File: src/rtl/core/hgsm_pkg.sv
// Shared constants, codes and types for the histogram greedy size matcher.
`timescale 1ns / 1ps

package hgsm_pkg;

   localparam int SIZE_LEVELS = 128;
   localparam int MAX_ITEMS   = 4096;

   localparam int ADDR_W  = $clog2(SIZE_LEVELS);
   localparam int HIST_W  = 13;
   localparam int TOTAL_W = $clog2(MAX_ITEMS + 1);
   localparam int SIZE_W  = 8;
   localparam int OP_W    = 2;

   typedef enum logic [OP_W-1:0] {
      OP_SUPPLY = 2'd0,
      OP_DEMAND = 2'd1,
      OP_FINISH = 2'd2
   } hgsm_op_type;

   typedef enum logic [2:0] {
      ST_CLEAR,
      ST_IDLE,
      ST_SWEEP,
      ST_FLUSH,
      ST_EMIT
   } hgsm_state_type;

   typedef struct packed {
      logic start;
      logic vld;
   } hgsm_sweep_ctl_type;

endpackage

File: src/rtl/core/hgsm_sweep.sv
// Sweep accumulator: carries unserved demands across sizes and counts matches.
`timescale 1ns / 1ps

module hgsm_sweep
   import hgsm_pkg::*;
(
   input  logic               clock,
   input  logic               reset,
   input  hgsm_sweep_ctl_type ctl,
   input  logic [HIST_W-1:0]  supply_cnt,
   input  logic [HIST_W-1:0]  demand_cnt,
   output logic [HIST_W-1:0]  matched
);

   logic [HIST_W-1:0] waiting_ff, waiting_in;
   logic [HIST_W-1:0] matched_ff, matched_in;
   logic [HIST_W-1:0] pend;
   logic [HIST_W-1:0] served;

   always_comb begin
      pend       = waiting_ff + demand_cnt;
      served     = (supply_cnt < pend) ? supply_cnt : pend;
      waiting_in = waiting_ff;
      matched_in = matched_ff;
      if (ctl.start) begin
         waiting_in = '0;
         matched_in = '0;
      end else if (ctl.vld) begin
         waiting_in = pend - served;
         matched_in = matched_ff + served;
      end
   end

   always_ff @(posedge clock) begin
      if (reset) begin
         waiting_ff <= '0;
         matched_ff <= '0;
      end else begin
         waiting_ff <= waiting_in;
         matched_ff <= matched_in;
      end
   end

   assign matched = matched_ff;

endmodule

File: src/rtl/core/histogram_greedy_size_matcher.sv
// A load reads its histogram row as it is accepted and writes the incremented
// count back in the cycle after; one load per cycle while the input is open.
// A finish closes the input for a sweep that reads one histogram row per cycle
// through the memory read port, and the result is presented as it reopens;
// it stays closed longer while an earlier result is still waiting on rsp_tready.
// Reset: synchronous; a clearing pass over every row zeroes both
// histogram memories before the first item is accepted.
`timescale 1ns / 1ps

module histogram_greedy_size_matcher
   import hgsm_pkg::*;
(
   input  logic        clock,
   input  logic        reset,
   input  logic        req_tvalid,
   output logic        req_tready,
   input  logic [7:0]  req_tdata,  // [7:0] size_value
   input  logic [1:0]  req_tuser,  // [1:0] operation
   output logic        rsp_tvalid,
   input  logic        rsp_tready,
   output logic [15:0] rsp_tdata,  // [12:0] match_count, [15:13] zero
   output logic [0:0]  rsp_tuser   // [0] dropped
);

   localparam logic [ADDR_W-1:0]  LAST_ADDR = ADDR_W'(SIZE_LEVELS - 1);
   localparam logic [SIZE_W:0]    LEVELS_X  = (SIZE_W + 1)'(SIZE_LEVELS);
   localparam logic [TOTAL_W-1:0] MAX_TOT   = TOTAL_W'(MAX_ITEMS);

   hgsm_state_type state_ff, state_in;

   logic [HIST_W-1:0] sup_mem [SIZE_LEVELS];
   logic [HIST_W-1:0] dem_mem [SIZE_LEVELS];

   logic [HIST_W-1:0] sup_rd_ff, dem_rd_ff;
   logic [ADDR_W-1:0] rd_addr;

   logic [ADDR_W-1:0] k_ff, k_in;
   logic              k_run;

   logic              ld_vld_ff, ld_vld_in;
   logic              ld_sel_ff;        // 0 supply, 1 demand
   logic [ADDR_W-1:0] ld_addr_ff;
   logic              ld_fwd_ff, ld_fwd_in;
   logic [HIST_W-1:0] last_wr_ff;
   logic [HIST_W-1:0] ld_new;

   logic              sw_vld_ff;
   logic [ADDR_W-1:0] sw_addr_ff;

   logic [TOTAL_W-1:0] sup_total_ff, sup_total_in;
   logic [TOTAL_W-1:0] dem_total_ff, dem_total_in;
   logic               drop_flag_ff, drop_flag_in;
   logic               fin_drop_ff;

   logic               rsp_tvalid_ff, rsp_tvalid_in;
   logic [HIST_W-1:0]  rsp_count_ff;
   logic               rsp_drop_ff;
   logic               emit_load;

   logic               req_fire;
   hgsm_op_type        op;
   logic [SIZE_W-1:0]  size_v;
   logic               in_range;
   logic               is_sup, is_dem, is_fin;
   logic               sup_ok, dem_ok;
   logic [ADDR_W-1:0]  load_addr;

   logic               sup_we, dem_we;
   logic [ADDR_W-1:0]  wr_addr;
   logic [HIST_W-1:0]  wr_data;

   hgsm_sweep_ctl_type sweep_ctl;
   logic [HIST_W-1:0]  matched;

   // ---------------- input decode ----------------
   assign req_fire  = req_tvalid && req_tready;
   assign op        = hgsm_op_type'(req_tuser);
   assign size_v    = req_tdata;
   assign in_range  = (size_v != '0) && ({1'b0, size_v} <= LEVELS_X);
   assign load_addr = ADDR_W'(size_v - SIZE_W'(1));
   assign is_sup    = req_fire && (op == OP_SUPPLY);
   assign is_dem    = req_fire && (op == OP_DEMAND);
   assign is_fin    = req_fire && (op == OP_FINISH);
   assign sup_ok    = is_sup && in_range && (sup_total_ff < MAX_TOT);
   assign dem_ok    = is_dem && in_range && (dem_total_ff < MAX_TOT);

   // ---------------- state machine ----------------
   always_comb begin
      state_in = state_ff;
      case (state_ff)
         ST_CLEAR: begin
            if (k_ff == LAST_ADDR) state_in = ST_IDLE;
         end
         ST_IDLE: begin
            if (is_fin) state_in = ST_SWEEP;
         end
         ST_SWEEP: begin
            if (k_ff == LAST_ADDR) state_in = ST_FLUSH;
         end
         ST_FLUSH: begin
            state_in = ST_EMIT;
         end
         ST_EMIT: begin
            if (!rsp_tvalid_ff || rsp_tready) state_in = ST_IDLE;
         end
         default: begin
            state_in = ST_CLEAR;
         end
      endcase
   end

   always_comb begin
      req_tready = 1'b0;
      k_run      = 1'b0;
      emit_load  = 1'b0;
      case (state_ff)
         ST_CLEAR: begin
            k_run = 1'b1;
         end
         ST_IDLE: begin
            req_tready = 1'b1;
         end
         ST_SWEEP: begin
            k_run = 1'b1;
         end
         ST_FLUSH: begin
         end
         ST_EMIT: begin
            emit_load = !rsp_tvalid_ff || rsp_tready;
         end
         default: begin
         end
      endcase
   end

   assign k_in = !k_run ? k_ff : ((k_ff == LAST_ADDR) ? '0 : k_ff + ADDR_W'(1));

   // ---------------- load read-modify-write ----------------
   // A load to the same row as the one still in write-back takes the
   // value being written instead of the stale read.
   assign ld_vld_in = sup_ok || dem_ok;
   assign ld_fwd_in = ld_vld_ff && (ld_sel_ff == dem_ok) && (ld_addr_ff == load_addr);
   assign ld_new    = (ld_fwd_ff ? last_wr_ff : (ld_sel_ff ? dem_rd_ff : sup_rd_ff))
                      + HIST_W'(1);

   assign rd_addr = (state_ff == ST_SWEEP) ? k_ff : load_addr;

   always_comb begin
      sup_we  = 1'b0;
      dem_we  = 1'b0;
      wr_addr = ld_addr_ff;
      wr_data = ld_new;
      if (state_ff == ST_CLEAR) begin
         sup_we  = 1'b1;
         dem_we  = 1'b1;
         wr_addr = k_ff;
         wr_data = '0;
      end else if (sw_vld_ff) begin
         // rows are zeroed as the sweep passes over them
         sup_we  = 1'b1;
         dem_we  = 1'b1;
         wr_addr = sw_addr_ff;
         wr_data = '0;
      end else if (ld_vld_ff) begin
         sup_we = !ld_sel_ff;
         dem_we = ld_sel_ff;
      end
   end

   always_ff @(posedge clock) begin
      sup_rd_ff <= sup_mem[rd_addr];
      if (sup_we) begin
         sup_mem[wr_addr] <= wr_data;
      end
   end

   always_ff @(posedge clock) begin
      dem_rd_ff <= dem_mem[rd_addr];
      if (dem_we) begin
         dem_mem[wr_addr] <= wr_data;
      end
   end

   // ---------------- totals and drop flag ----------------
   always_comb begin
      sup_total_in = sup_total_ff;
      dem_total_in = dem_total_ff;
      drop_flag_in = drop_flag_ff;
      if (is_fin) begin
         sup_total_in = '0;
         dem_total_in = '0;
         drop_flag_in = 1'b0;
      end else begin
         if (sup_ok) sup_total_in = sup_total_ff + TOTAL_W'(1);
         if (dem_ok) dem_total_in = dem_total_ff + TOTAL_W'(1);
         if ((is_sup && !sup_ok) || (is_dem && !dem_ok)) drop_flag_in = 1'b1;
      end
   end

   // ---------------- sweep ----------------
   assign sweep_ctl.start = is_fin;
   assign sweep_ctl.vld   = sw_vld_ff;

   hgsm_sweep u_sweep (
      .clock      (clock),
      .reset      (reset),
      .ctl        (sweep_ctl),
      .supply_cnt (sup_rd_ff),
      .demand_cnt (dem_rd_ff),
      .matched    (matched)
   );

   // ---------------- result register ----------------
   always_comb begin
      rsp_tvalid_in = rsp_tvalid_ff;
      if (emit_load) begin
         rsp_tvalid_in = 1'b1;
      end else if (rsp_tready) begin
         rsp_tvalid_in = 1'b0;
      end
   end

   always_ff @(posedge clock) begin
      if (reset) begin
         state_ff      <= ST_CLEAR;
         k_ff          <= '0;
         ld_vld_ff     <= 1'b0;
         sw_vld_ff     <= 1'b0;
         sup_total_ff  <= '0;
         dem_total_ff  <= '0;
         drop_flag_ff  <= 1'b0;
         rsp_tvalid_ff <= 1'b0;
      end else begin
         state_ff      <= state_in;
         k_ff          <= k_in;
         ld_vld_ff     <= ld_vld_in;
         sw_vld_ff     <= (state_ff == ST_SWEEP);
         sup_total_ff  <= sup_total_in;
         dem_total_ff  <= dem_total_in;
         drop_flag_ff  <= drop_flag_in;
         rsp_tvalid_ff <= rsp_tvalid_in;
      end
   end

   always_ff @(posedge clock) begin
      ld_sel_ff  <= dem_ok;
      ld_addr_ff <= load_addr;
      ld_fwd_ff  <= ld_fwd_in;
      last_wr_ff <= ld_new;
      sw_addr_ff <= k_ff;
      if (is_fin) begin
         fin_drop_ff <= drop_flag_ff;
      end
      if (emit_load) begin
         rsp_count_ff <= matched;
         rsp_drop_ff  <= fin_drop_ff;
      end
   end

   assign rsp_tvalid = rsp_tvalid_ff;
   assign rsp_tdata  = {(16 - HIST_W)'(0), rsp_count_ff};
   assign rsp_tuser  = rsp_drop_ff;

endmodule

File: config.mk
export PLATFORM = sky130hd
export DESIGN_NAME = histogram_greedy_size_matcher
export DESIGN_NICKNAME = d
export VERILOG_FILES = /design/src/rtl/core/hgsm_pkg.sv /design/src/rtl/core/hgsm_sweep.sv /design/src/rtl/core/histogram_greedy_size_matcher.sv
export SDC_FILE = /design/constraint.sdc
export NUM_CORES = 2
export LEC_CHECK = 0
export CAP_MARGIN = 10
export CORE_MARGIN = 2
export CORE_UTILIZATION = 30
export CTS_CLUSTER_DIAMETER = 200
export CTS_CLUSTER_SIZE = 25
export DETAILED_ROUTE_END_ITERATION = 16
export DONT_BUFFER_PORTS = 1
export GPL_ROUTABILITY_DRIVEN = 0
export PLACE_DENSITY = 0.47
export SYNTH_ARGS = -nofsm -noshare
export SYNTH_HDL_FRONTEND = slang
export SYNTH_SLANG_ARGS = --single-unit
File: constraint.sdc
create_clock -name clock -period 28.8 [get_ports clock]
set_clock_uncertainty 0.2 [all_clocks]
set_input_delay 1.44 -clock clock [delete_from_list [all_inputs] [get_ports clock]]
set_output_delay 1.44 -clock clock [all_outputs]
set_load 0.02 [all_outputs]
==> Flow_metrics.wiki <==
{| class="wikitable"
! Metric !! Value
|-
| Result of the run || finished clean
|-
| Most used cells in the layout excluding fill and tap cells || 3343 x sky130_fd_sc_hd__edfxtp_1, 832 x sky130_fd_sc_hd__mux4_2, 816 x sky130_fd_sc_hd__mux2i_1
|-
| Number of port buffers || 0
|-
| Cell area power density || 57.88 mW/mm²
|-
| CTS Root Cell || sky130_fd_sc_hd__clkbuf_16
|-
| Total count of hold-check failures in the final report || 0
|-
| Overall Global Routing Usage || 14.98%
|-
| DIE AREA || 0.4614 mm²
|-
| End of the worst hold path || rsp_tuser
|-
| FFs w/ async S/R, synth || 0%
|-
| Number of setup buffers added after CTS || 0
|-
| Share of the clock period used by the worst path after layout || 25.88%
|-
| Violation count after the first detailed-route iteration || 5774
|-
| Initial standard-cell utilization of the core || 30.17%
|-
| Worst setup SP type || flop
|-
| Count of filler cells inserted in the layout || 42350
|-
| Number of hold buffers added after CTS || 0
|-
| Fraction of the mapped netlist area in simple logic gates || 1.789%
|-
| Tightest Hold Check Type || reg -> reg
|-
| Buffering stage count on the worst path with inverters included || 3
|-
| Syn avg cell area || 21.38 µm²
|-
| Fraction of the mapped netlist area in compound gates || 0.7747%
|-
| Via-per-instance ratio || 4.940
|-
| Leakage component of the power || 40.90 nW
|-
| Proportion of synthesized area in mux cells || 19.94%
|-
| Final-layout setup total negative slack || 0 ps
|-
| Clock-pin slew of the registers on the worst-case setup and hold paths || 110 ps
|-
| Number of flops mapped to enable cells by yosys || 3343
|-
| Clock network latency to the later pin of the worst-skew pair || 910 ps
|-
| Gates resized, CTS repair || 0
|-
| Max Slew Vio Count || 0
|-
| Unrepaired setup endpoints after global routing || false
|-
| Vertical extent of the die || 679.3 µm
|-
| Endpoint of the lowest-slack register-to-register path || u_sweep.matched[12]
|-
| Max-Slew Margin vs Limit || 18.16%
|-
| Final count of negative-setup-slack endpoints || 0
|-
| Most used DFF post-synth || sky130_fd_sc_hd__edfxtp_1
|-
| Max-cap violations || 0
|-
| Number of storage elements in the synthesis netlist || 3464
|-
| Antenna violations before repair || 10
|-
| Class of the most critical setup path || reg -> reg
|-
| Largest net degree at the start of global routing || 169
|-
| Post-detailed-route wirelength per cell || 28.02 µm
|-
| Post-synthesis xor/xnor area fraction || 0.4537%
|-
| Global-route wire length before repair || 498.6 mm
|-
| Area grow syn2layout || 9.731%
|-
| Data required time of the critical path || 29350 ps
|-
| Die width || 679.3 µm
|-
| Share of layout cells above drive strength 1 || 22.07%
|-
| Post-synth cell types || 71
|-
| Arrival time of data at the critical path endpoint || 8000 ps
|-
| Register area share after synthesis || 75.16%
|-
| Most common cell after layout, fill and taps aside || sky130_fd_sc_hd__edfxtp_1
|-
| Fin Hold WS || 235.9 ps
|-
| Crit end category || flop
|-
| TritonCTS buffer count || 160
|-
| Biggest regs || dem_mem x1664, sup_mem x1664
|-
| R2r worst-path depth || 30
|-
| Final critical delay including setup and external delays || 7455 ps
|-
| CP max stage delay || 520 ps
|-
| Critical path fanouts, max || 25
|-
| First-pass detailed-route iteration total || 6
|-
| Cell Area, Synth || 0.1368 mm²
|-
| Slew at the pin with the worst max-slew slack || 1228 ps
|-
| Grt total ovfl || 0
|-
| F_max || 0.1341 GHz
|-
| Share of synthesized cell area in full adder, half adder and majority cells || 0.5012%
|-
| I/O pin count || 33
|-
| Number of cells traversed by the worst hold path || 0
|-
| Buffer depth of the longest clock path || 4
|-
| Core Region || 0.4534 mm²
|-
| Setup slack of the worst register-to-register path || 21350 ps
|-
| Cell family with most CP delay || compound AO/OA/AOI/OAI gates
|-
| Max VDD drop || 46.33 µV
|-
| Routed wire length || 354.0 mm
|-
| Remaining DRCs || 0
|-
| Clock tree from TritonCTS || done
|-
| HP Start || fin_drop_ff
|-
| Number of nets with antenna violations after detailed routing || 0
|-
| Cell with the largest stage delay on the worst path || sky130_fd_sc_hd__a2111oi_2
|-
| Number of H-tree branching levels || 4
|-
| Number of global-route vias before repair || 63940
|-
| Site row count || 247
|-
| Startpoint of the most critical register-to-register path || dem_rd_ff[0]
|-
| Count of clock tree sinks || 3464
|-
| Number of standard cells after synthesis || 6399
|-
| Detailed-placement wirelength estimate || 210.9 mm
|-
| Synthesis Warnings || 0
|-
| Final layout net count || 6638
|-
| Combinational family with the most area after synthesis || multiplexers
|-
| Via count of the routed design || 62410
|}
==> logic make-up after synthesis <==
kind of cell	count (synthesis)
muxes	1681
xor gates and xnor gates	70
other	1
adders and majority gates	53
buffers and inverters	380
DFF	3464
AOI/OAI and AO/OA	169
and+or+nand+nor	581
==> worst reg2reg max path, delay by kind of cell, from the launching register on <==
kind                     cells  cell delay (ps)
adder cells (fa/ha/maj)      5             1720
buffers and inverters        3              400
XOR/XNOR                     1              200
AND/OR/NAND/NOR              6              800
AO/OA/AOI/OAI               15             3490
flip-flops                   1              490
==> cell usage after synthesis, types with 18 or more instances <==
cell type	instances	area, µm²
sky130_fd_sc_hd__inv_1	43	161.4
sky130_fd_sc_hd__mux2_2	32	360.4
sky130_fd_sc_hd__a21oi_1	55	275.3
sky130_fd_sc_hd__xnor2_1	32	280.3
sky130_fd_sc_hd__buf_1	45	168.9
sky130_fd_sc_hd__o21ai_0	45	225.2
sky130_fd_sc_hd__nor3_1	18	90.09
sky130_fd_sc_hd__buf_2	134	670.6
sky130_fd_sc_hd__mux4_2	832	18740
sky130_fd_sc_hd__clkbuf_1	97	364.1
sky130_fd_sc_hd__nand2_1	105	394.1
sky130_fd_sc_hd__ha_1	50	625.6
sky130_fd_sc_hd__edfxtp_1	3343	100400
sky130_fd_sc_hd__buf_6	19	214.0
sky130_fd_sc_hd__xor2_1	37	324.1
sky130_fd_sc_hd__nor2_1	370	1389
sky130_fd_sc_hd__dfxtp_1	121	2422
sky130_fd_sc_hd__mux2i_1	817	8178
sky130_fd_sc_hd__nor2b_1	21	131.4
sky130_fd_sc_hd__buf_4	40	300.3
==> through the flow <==
stage	power [mW]	cells	cell area (µm²)	setup WS, ps	util (%)
after floorplan	5.986	6401	136800	18720	-
after global routing	8.976	12630	150100	20690	33.11
after global placement	6.187	12390	145600	20960	32.12
after detailed placement	6.187	12390	145600	20970	32.12
final	8.688	12630	150100	21350	33.11
after CTS	8.796	12630	150100	21160	33.11
==> cell type report <==
| class | count | area, µm² | share of cell area (%) |
|---|---|---|---|
| clock buffer | 236 | 4417 | 2.942 |
| sequential | 3464 | 102800 | 68.49 |
| tap | 5976 | 7477 | 4.981 |
| antenna | 6 | 15.01 | 0.01000 |
| multi-input combinational | 2557 | 32400 | 21.59 |
| clock inverter | 6 | 62.56 | 0.04168 |
| inverter | 44 | 165.2 | 0.1100 |
| timing repair buffer | 344 | 2758 | 1.837 |
==> how the worst max path moves through the flow <==
stage / from / to / slack, ps / depth (start not counted)
floorplan: ld_sel_ff / dem_mem[0][6] / 18720 / 10
finish: dem_rd_ff[0] / u_sweep.matched[12] / 21350 / 30
detailed placement: req_tdata[0] / sup_rd_ff[3] / 20970 / 12
global route: state_ff[2] / sup_rd_ff[3] / 20690 / 13
CTS: state_ff[2] / sup_rd_ff[3] / 21160 / 13
global placement: req_tdata[0] / sup_rd_ff[3] / 20960 / 12
==> layer usage <==
| layer | share of wire, % | vias to the layer above | track usage, % |
|---|---|---|---|
| met2 | 48 | 1264 | 24.93 |
| met4 | 1.7 | 0 | 2.510 |
| met1 | 46 | 34420 | 21.43 |
| met5 | 0 | - | 0 |
| met3 | 4.2 | 261 | 1.753 |
| li1 | - | 26460 | - |
==> power breakdown <==
part / internal, mW / switching (mW) / leakage [nW] / total, mW
Combinational: 0.226 / 0.354 / 12.7 / 0.580
Clock: 1.08 / 1.55 / 2.16 / 2.63
Sequential: 5.46 / 0.0223 / 26.0 / 5.48
(Power assumes the default switching activity.)
